==> src/hw/rtl/bqc_pkg.sv <==
// Package for the cascaded biquad IIR filter core: widths, register
// indexes, coefficient reset values, sequencer tag and coefficient types.
// No dependencies.
`default_nettype none

package bqc_pkg;

  // Fixed widths
  localparam int COEF_W       = 32;  // Q2.30 coefficient registers
  localparam int DELAY_W      = 40;  // delay-line word
  localparam int MAX_SECTIONS = 2;
  localparam int SEC_W        = 1;   // section index width
  localparam int NUM_REGS     = 6;
  localparam int REG_IDX_W    = 3;

  // Shared multiplier: coef x 24-bit slice of a delay word
  localparam int LO_BITS = 16;                 // low slice, unsigned
  localparam int MUL_B_W = DELAY_W - LO_BITS;  // high slice, signed
  localparam int MUL_W   = COEF_W + MUL_B_W;
  localparam int PROD_W  = COEF_W + DELAY_W;   // full exact product

  // Parameter defaults
  localparam int DEF_SECTIONS       = 2;
  localparam int DEF_SAMPLE_BITS    = 24;
  localparam int DEF_COEF_FRAC_BITS = 30;

  // Register indexes
  localparam logic [REG_IDX_W-1:0] REG_SEC0_MID  = 3'd0;
  localparam logic [REG_IDX_W-1:0] REG_SEC0_DEN1 = 3'd1;
  localparam logic [REG_IDX_W-1:0] REG_SEC0_DEN2 = 3'd2;
  localparam logic [REG_IDX_W-1:0] REG_SEC1_MID  = 3'd3;
  localparam logic [REG_IDX_W-1:0] REG_SEC1_DEN1 = 3'd4;
  localparam logic [REG_IDX_W-1:0] REG_SEC1_DEN2 = 3'd5;

  // Coefficient reset values
  localparam logic signed [COEF_W-1:0] RST_SEC0_MID  = -32'sd2147474076;
  localparam logic signed [COEF_W-1:0] RST_SEC0_DEN1 = -32'sd2063596172;
  localparam logic signed [COEF_W-1:0] RST_SEC0_DEN2 = 32'sd993708443;
  localparam logic signed [COEF_W-1:0] RST_SEC1_MID  = -32'sd2147428970;
  localparam logic signed [COEF_W-1:0] RST_SEC1_DEN1 = -32'sd2136708570;
  localparam logic signed [COEF_W-1:0] RST_SEC1_DEN2 = 32'sd1064125342;

  // Product kinds within one section
  localparam logic [1:0] KIND_A1 = 2'd0;  // a1 * w1
  localparam logic [1:0] KIND_A2 = 2'd1;  // a2 * w2
  localparam logic [1:0] KIND_B1 = 2'd2;  // b1 * w1

  typedef struct packed {
    logic             vld;
    logic             hi;    // high slice of the delay word
    logic [1:0]       kind;
    logic [SEC_W-1:0] sec;
  } bqc_tag_t;

  typedef struct packed {
    logic signed [COEF_W-1:0] mid;
    logic signed [COEF_W-1:0] den1;
    logic signed [COEF_W-1:0] den2;
  } bqc_coef_t;

endpackage

`default_nettype wire

==> src/hw/rtl/bqc_coef_regs.sv <==
// Coefficient register file: six Q2.30 registers behind a plain write port.
// Depends on bqc_pkg.
`default_nettype none

module bqc_coef_regs (
  input  wire logic                           clk,
  input  wire logic                           rst_n,
  input  wire logic                           cfg_we,
  input  wire logic [bqc_pkg::REG_IDX_W-1:0]  cfg_addr,
  input  wire logic [bqc_pkg::COEF_W-1:0]     cfg_data,
  output bqc_pkg::bqc_coef_t                  coef_o [bqc_pkg::MAX_SECTIONS]
);
  import bqc_pkg::*;

  bqc_coef_t coef_r [MAX_SECTIONS];

  always_ff @(posedge clk) begin
    if (!rst_n) begin
      coef_r[0].mid  <= RST_SEC0_MID;
      coef_r[0].den1 <= RST_SEC0_DEN1;
      coef_r[0].den2 <= RST_SEC0_DEN2;
      coef_r[1].mid  <= RST_SEC1_MID;
      coef_r[1].den1 <= RST_SEC1_DEN1;
      coef_r[1].den2 <= RST_SEC1_DEN2;
    end else if (cfg_we) begin
      unique case (cfg_addr)
        REG_SEC0_MID:  coef_r[0].mid  <= cfg_data;
        REG_SEC0_DEN1: coef_r[0].den1 <= cfg_data;
        REG_SEC0_DEN2: coef_r[0].den2 <= cfg_data;
        REG_SEC1_MID:  coef_r[1].mid  <= cfg_data;
        REG_SEC1_DEN1: coef_r[1].den1 <= cfg_data;
        REG_SEC1_DEN2: coef_r[1].den2 <= cfg_data;
        default: ;  // out-of-range index: ignored
      endcase
    end
  end

  assign coef_o = coef_r;

endmodule

`default_nettype wire

==> src/hw/rtl/bqc_mul_round.sv <==
// Shared multiply-and-round unit: one 32x24 partial product per cycle,
// two partials per coefficient product, round half up. Depends on bqc_pkg.
`default_nettype none

module bqc_mul_round #(
  parameter int COEF_FRAC_BITS = bqc_pkg::DEF_COEF_FRAC_BITS
) (
  input  wire logic                                          clk,
  input  wire logic                                          rst_n,
  input  wire bqc_pkg::bqc_tag_t                             tag_i,
  input  wire logic signed [bqc_pkg::COEF_W-1:0]             coef_i,
  input  wire logic signed [bqc_pkg::DELAY_W-1:0]            w_i,
  output logic signed [bqc_pkg::PROD_W-COEF_FRAC_BITS-1:0]   rnd_o,
  output bqc_pkg::bqc_tag_t                                  tag_o
);
  import bqc_pkg::*;

  localparam int RND_W = PROD_W - COEF_FRAC_BITS;
  localparam logic signed [PROD_W-1:0] HALF = PROD_W'(1) <<< (COEF_FRAC_BITS - 1);

  logic signed [MUL_B_W-1:0] b_op;
  logic signed [MUL_W-1:0]   mul_r;
  bqc_tag_t                  tag1_r;
  bqc_tag_t                  tag2_r;
  logic signed [PROD_W-1:0]  plo_r;
  logic signed [PROD_W-1:0]  full;
  logic signed [RND_W-1:0]   rnd_r;

  // low slice is zero-extended, high slice carries the sign
  assign b_op = tag_i.hi ? w_i[DELAY_W-1:LO_BITS]
                         : MUL_B_W'($unsigned(w_i[LO_BITS-1:0]));

  assign full = plo_r + (PROD_W'(mul_r) <<< LO_BITS);

  always_ff @(posedge clk) begin
    if (!rst_n) begin
      tag1_r <= '0;
      tag2_r <= '0;
    end else begin
      tag1_r <= tag_i;
      // rounded result is valid only after the high partial
      tag2_r <= {tag1_r.vld & tag1_r.hi, tag1_r.hi, tag1_r.kind, tag1_r.sec};
    end
  end

  always_ff @(posedge clk) begin
    mul_r <= coef_i * b_op;
    if (tag1_r.vld && !tag1_r.hi) begin
      plo_r <= PROD_W'(mul_r) + HALF;
    end
    if (tag1_r.vld && tag1_r.hi) begin
      rnd_r <= full[PROD_W-1:COEF_FRAC_BITS];
    end
  end

  assign rnd_o = rnd_r;
  assign tag_o = tag2_r;

endmodule

`default_nettype wire

==> src/hw/rtl/biquad_cascade_iir_filter_core.sv <==
// Top level of the cascaded direct-form-II biquad IIR filter core.
// Holds the sequencer, accumulator, delay line and output register.
// Depends on bqc_pkg, bqc_coef_regs and bqc_mul_round.
//
//  channel | direction | handshake             | payload
//  --------+-----------+-----------------------+--------------------------------
//  in_     | slave     | in_tvalid / in_tready | in_tdata: sample_in; in_tlast
//  out_    | master    | out_tvalid/out_tready | out_tdata: sample_out; out_tlast
//  cfg_    | write     | cfg_we                | cfg_addr, cfg_data
//
// Each section issues three products on the one shared multiplier, two 32x24
// partials each; a new item is accepted only after the previous result has
// been loaded into the output register.
// The two-stage multiply/round pipeline overlaps issue with accumulation.
// Reset is synchronous, active low: delay line zeroed, coefficients to defaults.
// A result waits in the output register; a stalled output holds the last
// transaction until it is taken, and the next item is accepted meanwhile.
`default_nettype none

module biquad_cascade_iir_filter_core #(
  parameter int SECTIONS       = bqc_pkg::DEF_SECTIONS,
  parameter int SAMPLE_BITS    = bqc_pkg::DEF_SAMPLE_BITS,
  parameter int COEF_FRAC_BITS = bqc_pkg::DEF_COEF_FRAC_BITS,
  localparam int DATA_W        = ((SAMPLE_BITS + 7) / 8) * 8
) (
  input  wire logic                          clk,
  input  wire logic                          rst_n,
  // input stream
  input  wire logic                          in_tvalid,
  output logic                               in_tready,
  input  wire logic [DATA_W-1:0]             in_tdata,   // [SAMPLE_BITS-1:0] sample_in
  input  wire logic                          in_tlast,   // block_end_in
  // result stream
  output logic                               out_tvalid,
  input  wire logic                          out_tready,
  output logic [DATA_W-1:0]                  out_tdata,  // [SAMPLE_BITS-1:0] sample_out
  output logic                               out_tlast,  // block_end_out
  // configuration
  input  wire logic                          cfg_we,
  input  wire logic [bqc_pkg::REG_IDX_W-1:0] cfg_addr,
  input  wire logic [bqc_pkg::COEF_W-1:0]    cfg_data
);
  import bqc_pkg::*;

  localparam int RND_W = PROD_W - COEF_FRAC_BITS;
  localparam int SUM_W = RND_W + 2;
  localparam logic [2:0] LAST_SLOT = 3'd5;
  localparam logic [SEC_W-1:0] LAST_SEC = SEC_W'(SECTIONS - 1);

  localparam logic [1:0] ST_IDLE = 2'd0;
  localparam logic [1:0] ST_RUN  = 2'd1;
  localparam logic [1:0] ST_DONE = 2'd2;

  // saturate an accumulator sum to the delay word
  function automatic logic signed [DELAY_W-1:0] sat_delay(input logic signed [SUM_W-1:0] v);
    logic signed [DELAY_W-1:0] r;
    r = '0;
    if (&v[SUM_W-1:DELAY_W-1] || ~|v[SUM_W-1:DELAY_W-1]) begin
      r = v[DELAY_W-1:0];
    end else begin
      r[DELAY_W-1] = 1'b1;
      if (!v[SUM_W-1]) r = ~r;
    end
    return r;
  endfunction

  // saturate a delay word to the sample width
  function automatic logic signed [SAMPLE_BITS-1:0] sat_sample(
      input logic signed [DELAY_W-1:0] v);
    logic signed [SAMPLE_BITS-1:0] r;
    r = '0;
    if (&v[DELAY_W-1:SAMPLE_BITS-1] || ~|v[DELAY_W-1:SAMPLE_BITS-1]) begin
      r = v[SAMPLE_BITS-1:0];
    end else begin
      r[SAMPLE_BITS-1] = 1'b1;
      if (!v[DELAY_W-1]) r = ~r;
    end
    return r;
  endfunction

  // control
  logic [1:0]       state_r;
  logic             issuing_r;
  logic [SEC_W-1:0] sec_r;
  logic [2:0]       slot_r;
  logic             out_valid_r;

  // datapath
  logic signed [DELAY_W-1:0]     x_r;     // section input, then final y
  logic signed [SUM_W-1:0]       acc_r;
  logic signed [DELAY_W-1:0]     w0_r;
  logic signed [DELAY_W-1:0]     delay_one_r [MAX_SECTIONS];
  logic signed [DELAY_W-1:0]     delay_two_r [MAX_SECTIONS];
  logic                          last_r;
  logic signed [SAMPLE_BITS-1:0] out_sample_r;
  logic                          out_last_r;

  bqc_coef_t                coef [MAX_SECTIONS];
  bqc_tag_t                 iss_tag;
  logic signed [COEF_W-1:0] iss_coef;
  logic signed [DELAY_W-1:0] iss_w;
  logic signed [RND_W-1:0]  rnd;
  bqc_tag_t                 rnd_tag;
  logic signed [SUM_W-1:0]  y_sum;
  logic                     in_acc;
  logic                     out_load;

  bqc_coef_regs u_coef (
    .clk      (clk),
    .rst_n    (rst_n),
    .cfg_we   (cfg_we),
    .cfg_addr (cfg_addr),
    .cfg_data (cfg_data),
    .coef_o   (coef)
  );

  // issue: slot[2:1] picks the product, slot[0] the delay-word slice
  always_comb begin
    iss_tag.vld  = issuing_r;
    iss_tag.hi   = slot_r[0];
    iss_tag.kind = slot_r[2:1];
    iss_tag.sec  = sec_r;
    iss_w        = delay_one_r[sec_r];
    unique case (slot_r[2:1])
      KIND_A1: iss_coef = coef[sec_r].den1;
      KIND_A2: begin
        iss_coef = coef[sec_r].den2;
        iss_w    = delay_two_r[sec_r];
      end
      default: iss_coef = coef[sec_r].mid;
    endcase
  end

  bqc_mul_round #(
    .COEF_FRAC_BITS (COEF_FRAC_BITS)
  ) u_mul (
    .clk    (clk),
    .rst_n  (rst_n),
    .tag_i  (iss_tag),
    .coef_i (iss_coef),
    .w_i    (iss_w),
    .rnd_o  (rnd),
    .tag_o  (rnd_tag)
  );

  assign in_tready = (state_r == ST_IDLE);
  assign in_acc    = in_tvalid && in_tready;
  assign out_load  = (state_r == ST_DONE) && (!out_valid_r || out_tready);
  assign y_sum     = SUM_W'(w0_r) + SUM_W'(rnd) + SUM_W'(delay_two_r[rnd_tag.sec]);

  // sequencer
  always_ff @(posedge clk) begin
    if (!rst_n) begin
      state_r     <= ST_IDLE;
      issuing_r   <= 1'b0;
      sec_r       <= '0;
      slot_r      <= '0;
      out_valid_r <= 1'b0;
    end else begin
      if (out_load) out_valid_r <= 1'b1;
      else if (out_tvalid && out_tready) out_valid_r <= 1'b0;
      unique case (state_r)
        ST_IDLE: begin
          if (in_acc) begin
            state_r   <= ST_RUN;
            issuing_r <= 1'b1;
            sec_r     <= '0;
            slot_r    <= '0;
          end
        end
        ST_RUN: begin
          if (issuing_r) begin
            if (slot_r == LAST_SLOT) begin
              slot_r <= '0;
              if (sec_r == LAST_SEC) issuing_r <= 1'b0;
              else sec_r <= sec_r + 1'b1;
            end else begin
              slot_r <= slot_r + 3'd1;
            end
          end
          if (rnd_tag.vld && rnd_tag.kind == KIND_B1 && rnd_tag.sec == LAST_SEC) begin
            state_r <= ST_DONE;
          end
        end
        ST_DONE: begin
          if (out_load) begin
            state_r <= ST_IDLE;
          end
        end
        default: state_r <= ST_IDLE;
      endcase
    end
  end

  // delay line: cleared by reset, shifted when a section's output is done
  always_ff @(posedge clk) begin
    if (!rst_n) begin
      for (int k = 0; k < MAX_SECTIONS; k++) begin
        delay_one_r[k] <= '0;
        delay_two_r[k] <= '0;
      end
    end else if (rnd_tag.vld && rnd_tag.kind == KIND_B1) begin
      delay_two_r[rnd_tag.sec] <= delay_one_r[rnd_tag.sec];
      delay_one_r[rnd_tag.sec] <= w0_r;
    end
  end

  // accumulator
  always_ff @(posedge clk) begin
    if (in_acc) begin
      x_r    <= DELAY_W'(signed'(in_tdata[SAMPLE_BITS-1:0]));
      last_r <= in_tlast;
    end
    if (rnd_tag.vld) begin
      unique case (rnd_tag.kind)
        KIND_A1: acc_r <= SUM_W'(x_r) - SUM_W'(rnd);
        KIND_A2: w0_r  <= sat_delay(acc_r - SUM_W'(rnd));
        default: x_r   <= sat_delay(y_sum);  // y feeds the next section
      endcase
    end
    if (out_load) begin
      out_sample_r <= sat_sample(x_r);
      out_last_r   <= last_r;
    end
  end

  assign out_tvalid = out_valid_r;
  assign out_tdata  = DATA_W'($unsigned(out_sample_r));
  assign out_tlast  = out_last_r;

  // no product may be in flight while a new transaction can be taken
  a_idle_pipe_empty: assert property (@(posedge clk) disable iff (!rst_n)
    in_tready |-> !rnd_tag.vld && !issuing_r)
    else $error("multiplier pipeline busy while idle");

  // accepting a sample always starts issue of the first product
  a_accept_starts: assert property (@(posedge clk) disable iff (!rst_n)
    in_acc |=> issuing_r && sec_r == '0 && slot_r == '0)
    else $error("accepted sample did not start the sequencer");

  // the output register is loaded only after the last section finished
  a_done_from_run: assert property (@(posedge clk) disable iff (!rst_n)
    $rose(state_r == ST_DONE) |-> $past(rnd_tag.vld) && $past(rnd_tag.kind) == KIND_B1)
    else $error("result completed without a last-section output");

endmodule

`default_nettype wire

==> config.mk <==
export PLATFORM = sky130hd
export DESIGN_NAME = biquad_cascade_iir_filter_core
export DESIGN_NICKNAME = d
export VERILOG_FILES = /design/src/hw/rtl/bqc_pkg.sv /design/src/hw/rtl/bqc_coef_regs.sv /design/src/hw/rtl/bqc_mul_round.sv /design/src/hw/rtl/biquad_cascade_iir_filter_core.sv
export SDC_FILE = /design/constraint.sdc
export NUM_CORES = 2
export LEC_CHECK = 0
export BUFFER_PORTS_ARGS = -buffer_cell sky130_fd_sc_hd__buf_2
export CAP_MARGIN = 25
export CORE_MARGIN = 2
export CORE_UTILIZATION = 50
export CTS_CLUSTER_SIZE = 12
export DETAILED_ROUTE_END_ITERATION = 8
export GPL_ROUTABILITY_DRIVEN = 1
export PLACE_DENSITY = 0.75
export SYNTH_ARGS = -nofsm -noshare
export SYNTH_HDL_FRONTEND = slang
export SYNTH_SLANG_ARGS = --single-unit
export TNS_END_PERCENT = 30
==> constraint.sdc <==
create_clock -name clk -period 19.4 [get_ports clk]
set_clock_uncertainty 0.2 [all_clocks]
set_input_delay 1.94 -clock clk [delete_from_list [all_inputs] [get_ports clk]]
set_output_delay 1.94 -clock clk [all_outputs]
set_load 0.02 [all_outputs]
# After elaboration in Yosys (flattened, before gate mapping)
# Memories as Yosys holds them, arrays and structs flattened. A register that Yosys moved wholly into a read port is not among the register bits.
# Cells that the tools add are included.
word_totals:
  ramBits: 160
  regBits: 529
  memories: 2
  elab_cells: 151
mem_list:
  columns: ["name", "words", "width", "rd", "rd_ports_with_merged_regs", "write_ports", "line", "text"]
  rows:
  - ["delay_one_r", 2, 40, 2, 2, 2, "biquad_cascade_iir_filter_core.sv:92", "logic signed [DELAY_W-1:0] delay_one_r [MAX_SECTIONS];"]
  - ["delay_two_r", 2, 40, 2, 2, 2, "biquad_cascade_iir_filter_core.sv:93", "logic signed [DELAY_W-1:0] delay_two_r [MAX_SECTIONS];"]
op_classes:
  mux: 51
  n_reduce_logical: 43
  multipliers: 1
  eq_ne: 16
  bitwise: 2
  add_sub_neg: 8
  magnitude_cmp: 1
ops:
  columns: ["op", "n"]
  rows:
  - ["2-to-1 mux 40 bit", 10]
  - ["2-to-1 mux 96 bit", 3]
  - ["OR reduction 40 bit", 2]
  - ["adder 72 bit", 1]
  - ["2-to-1 mux 24 bit", 3]
  - ["case mux 32 bit (2 select lines)", 1]
  - ["adder 56 x 31 -> 57 bit (second input constant)", 1]
  - ["multiplier 32 x 24 -> 56 bit", 1]
  - ["adder 43 x 40 -> 44 bit", 1]
  - ["subtractor 44 x 42 -> 44 bit", 1]
  - ["adder 40 x 42 -> 43 bit", 1]
  - ["subtractor 40 x 42 -> 43 bit", 1]
  - ["2-to-1 mux 1 bit", 24]
  - ["AND reduction 2 bit", 9]
  - ["AND reduction 17 bit", 1]
  - ["OR reduction 17 bit", 1]
  - ["AND reduction 5 bit", 2]
  - ["OR reduction 5 bit", 2]
  - ["equality test 3 bit (second input constant)", 3]
  - ["2-to-1 mux 3 bit", 3]
  - ["inequality test 2 bit (second input constant)", 4]
  - ["logical AND 1 bit", 7]
  - ["equality test 2 x 1 -> 1 bit (second input constant)", 3]
  - ["equality test 3 x 2 -> 1 bit (second input constant)", 2]
  - ["other kinds (20)", 35]

# Depth between registers and ports, before layout
depth:
  word_depth: 8
  depth_mapped: 35

# Cells and area by module
# A second synthesis with hierarchy kept.
unflattened:
  cells_unflattened: 6458
  area_unflattened_um2: 64205.3
by_module_without_submodules:
  columns: ["mod", "seq_area_each_um2", "n_inst", "area_each_um2", "cells_per_inst"]
  rows:
  - ["bqc_mul_round", 3813.7, 1, 33926.3, 3534]
  - ["biquad_cascade_iir_filter_core", 9058.7, 1, 22874.4, 2222]
  - ["bqc_coef_regs", 3843.7, 1, 7404.6, 702]

# Worst setup path after synthesis
# Ideal clock, no wire load.
synth_path:
  path_kind: "reg2reg"
  start: "register (tool-made name)"
  end: "register u_mul.mul_r[55]"
  arrival_ps: 9334
  setup_slack_ps: 9803
  path_stages_with_launch: 32
  setup_time_ps: 63
  n_path_buf: 5
  t_required_ps: 19137
  period_less_slack_ps: 9597
  cell_sequence: "dfxtp_1 > clkbuf_1 > clkbuf_1 > clkbuf_1 > clkbuf_1 > mux4_2 > mux2i_1 > clkbuf_1 > nor2_1 > fa_1 > fa_1 > inv_1 > fa_1 > inv_1 > fa_1 > fa_1 > fa_1 > inv_1 > fa_1 > inv_1 > ha_1 > and3_1 > nand2_1 > nor2_1 > a311o_1 > a21oi_1 > o21bai_1 > a41oi_2 > o22ai_1 > o41a_1 > or4_1 > nand3_1"
synth_lines:
  columns: ["element", "line", "text"]
  rows:
  - ["end signal: assignment", "bqc_mul_round.sv:47", "mul_r <= coef_i * b_op;"]
  - ["end: declaration", "bqc_mul_round.sv:22", "logic signed [MUL_W-1:0] mul_r;"]

# Final worst setup path
layout_path:
  start: "register sec_r"
  end: "register u_mul.mul_r[55]"
layout_between:
  elab_chain_len: 6
layout_rtl:
  columns: ["element", "line", "text"]
  rows:
  - ["start: declaration", "biquad_cascade_iir_filter_core.sv:84", "logic [SEC_W-1:0] sec_r;"]
  - ["start signal: assignment", "biquad_cascade_iir_filter_core.sv:176", "else sec_r <= sec_r + 1'b1;"]
  - ["NOT 1 -> 2 bit (not written as such)", "biquad_cascade_iir_filter_core.sv:125, biquad_cascade_iir_filter_core.sv:127, biquad_cascade_iir_filter_core.sv:130", null]
  - ["2-to-1 mux 96 bit (not written as such) (3 in series)", "biquad_cascade_iir_filter_core.sv:130", "default: iss_coef = coef[sec_r].mid;"]
  - ["case mux 32 bit (2 select lines)", "biquad_cascade_iir_filter_core.sv:124", "unique case (slot_r[2:1])"]
  - ["multiplier 32 x 24 -> 56 bit", "bqc_mul_round.sv:47", null]
# No other way between the ends. The select of a mux whose other input is x is not followed.
# A chain may end at the register's enable or synchronous reset.

==> flow_summary.ini <==
[sta]
hold_ws_ns = 0.227
slew_headroom_pct = 24.1
tightest_slew_ns = 1.14
period_minus_slack_ns = 10.31
setup_viol = 0
period_share_pct = 53.1
max_freq_mhz = 97.0
rsz0062_at_grt = no
hold_viol_final = 0
finalSetupTns_ns = 0
maxSlewViolCount = 0

[power_and_ir_drop]
ir_drop_mv = 0.335
p_comb_share_pct = 65.1
power_frac_seq_pct = 20.0
leakage_nw = 29.4
p_clk_share_pct = 14.9
powerDensity_mw_per_mm2 = 135
swShare_pct = 45.6
power_switching_w = 0.00415
p_int_w = 0.00496

[routing]
wirelength_um = 181000
drcViolationCount = 0
post_drt_via_cell_ratio = 5.87
drtAntennaViolNets = 0
initialDrtViolationCount = 4827
num_vias = 48300
drt_first_pass_iters = 8
routedWlPerCell_um = 22.0

[worst_setup_path]
startpoint_type = flip-flop
rr_worst_depth = 28
worst_setup_path_end_kind = flip-flop
worstPathArrival_ns = 10.69
worstSetupPathType = reg2reg
crit_path_max_incr_delay_ns = 0.79
cp.required_ns = 19.78
worstReg2RegStart = sec_r
cp_slowest_cell = buf_4
crit_top_cell = fa_1
crit_fanout = 54
regToRegSetupSlack_ns = 9.09
rr_endpoint = u_mul.mul_r[55]

[grt]
grt_pass1_vias = 49300
grt_pass1_wl_um = 284000
use_met2_pct = 45.7
antenna_found_initial = 4
track_usage_pct = 28.6
gr-usage-met3_pct = 4.81
grt_max_degree = 125
grt_most_used_layer = met2
grt.overflow.total = 0
grt_use_met1_pct = 38.9

[clock_network]
h-tree-depth = 3
clk_latency_ns = 0.64
clk_path_buf_depth = 3
cts_resized = 0
cts_setup_buffers = 0
cts_tree = built
clock_sinks = 659
cts_inserted_buffers = 71
clk_pin_slew_ns = 0.06
clockRootBuffer = clkbuf_16
postCtsHoldBufs = 0

[floorplan]
core-area_mm2 = 0.125
die_area_mm2 = 0.129
die_w_um = 359
die_h_um = 359
pin_count = 92
start_util_pct = 50.2
num_rows = 130

[placed_design]
port-buffer-count = 91
dp_hpwl_um = 136000
gp_congestion = 0.973

[synth]
postSynthRegisterBits = 659
synth_top_cell_area_share_pct = 26.4
netlist_area_mm2 = 0.0629
synth_edf_count = 352
ys_types = 86
ys_warn_count = 0
synth_top_flop_cell = edfxtp_1
syn_nets = 7830
syn_area_per_cell_um2 = 9.52
seq_area_frac_synth_pct = 26.6
ys_top_cells_by_area = fa_1 (26%), edfxtp_1 (17%), dfxtp_1 (9.8%)
netlist_instances = 6605
async_flop_share_pct = 0
yosys.area.top_type = fa_1

[worst_hold_path]
hold_class = reg2reg
hold_end = out_tlast
worstHoldStart = last_r
min_path_cells = 0

[cells_and_area]
mostFrequentLayoutCells = nand2_1 (930), inv_1 (868), fa_1 (828), nor2_1 (597), edfxtp_1 (352)
nets = 7752
nFillCells = 10900
syn_to_final_growth_pct = 7.34
layout_commonest_cell = nand2_1
drive_above_1_share_pct = 7.31

[run]
cap_violations = 0

[run_status]
status = completed
==> per-stage QoR <==
stage          setup slack (ns)  area, um^2  total power, W  utilization, %  instances
2_1_floorplan              9.80       62900         0.00620               -       6605
3_3_place_gp               9.01       65000         0.00757            51.9       8095
3_5_place_dp               8.92       65100         0.00766            52.0       8098
4_1_cts                    8.92       67400         0.00910            53.8       8221
5_1_grt                    8.62       67500         0.00988            53.9       8229
6_report                   9.09       67500         0.00911            53.9       8233
==> registers in the layout (all words and copies together), names as in the netlist, named ones only <==
name           flops
acc_r             43
delay_one_r       80
delay_two_r       80
issuing_r          1
last_r             1
out_tdata         24
out_tlast          1
out_tvalid         1
sec_r              1
slot_r             3
state_r            2
u_coef.coef_o    192
u_mul.mul_r       56
u_mul.plo_r       41
u_mul.rnd_o       42
u_mul.tag1_r       5
u_mul.tag_o        4
w0_r              40
x_r               40
==> worst max path at each step <==
stage | endpoint | start | cells after the start
2_1_floorplan | u_mul.mul_r[55] | flip-flop | 31
3_3_place_gp | u_mul.mul_r[55] | slot_r[1] | 30
3_5_place_dp | u_mul.mul_r[55] | slot_r[1] | 30
4_1_cts | u_mul.mul_r[55] | slot_r[1] | 30
5_1_grt | u_mul.mul_r[48] | sec_r | 30
6_report | u_mul.mul_r[55] | sec_r | 28
==> area by class of cell <==
type	instances	area [um^2]	area share, %
multi-input cells	4761	42000	62.2
repair buffers	165	1140	1.69
well taps	1650	2060	3.06
clock inverters	18	209	0.310
clock buffers	105	2070	3.07
flip-flops and latches	659	16700	24.8
diodes	6	15.0	0.0222
inverters	869	3260	4.83
==> cells by family (layout without fill, tap and decap cells) <==
family                   Yosys count  count (layout)  share of synthesized area (%)
AO/OA/AOI/OAI                   1057            1057                           10.9
XOR/XNOR                         222             222                           3.09
adder cells (fa/ha/maj)         1160            1160                           33.0
buffers and inverters           1185            1157                           7.14
flip-flops                       659             659                           26.6
multiplexers                     225             225                           4.81
other                              0               6                              0
AND/OR/NAND/NOR                 2097            2097                           14.5
==> worst max-delay path, delay by kind of cell, from the launching register on <==
family / cells / cell delay [ns]
AO/OA/AOI/OAI: 9 / 2.93
flip-flops: 1 / 0.67
buffers and inverters: 5 / 0.99
adder cells (fa/ha/maj): 8 / 3.86
multiplexers: 1 / 0.41
AND/OR/NAND/NOR: 5 / 1.08
==> synthesized netlist by cell type (58+ instances only) <==
library cell and count:
o21ai_0 191, clkbuf_1 277, a21boi_0 133, nor2b_1 58, dfxtp_1 307, nand2_1 934, nor2_1 601, xor2_1 68
xnor2_1 154, fa_1 828, ha_1 332, mux2_2 66, mux2i_1 104, edfxtp_1 352, nand3_1 145, a21o_1 165
inv_1 868, a21oi_1 281, and2_1 122
==> routing by layer <==
layer / routed length (um) / vias up / share of wire, %
met5: 19 / - / 0.011
met4: 8180 / 2 / 4.5
met3: 17000 / 400 / 9.4
met2: 82900 / 2365 / 46
met1: 72700 / 24100 / 40
li1: - / 21400 / -
==> power by group through the flow <==
stage / clock network, W / registers (W) / logic, W
floorplan: 0 / 0.00179 / 0.00440
global placement: 0 / 0.00184 / 0.00573
detailed placement: 0 / 0.00184 / 0.00582
CTS: 0.00137 / 0.00181 / 0.00592
global route: 0.00142 / 0.00183 / 0.00664
finish: 0.00136 / 0.00182 / 0.00593
Note: power is estimated with default switching activity, not from simulation.
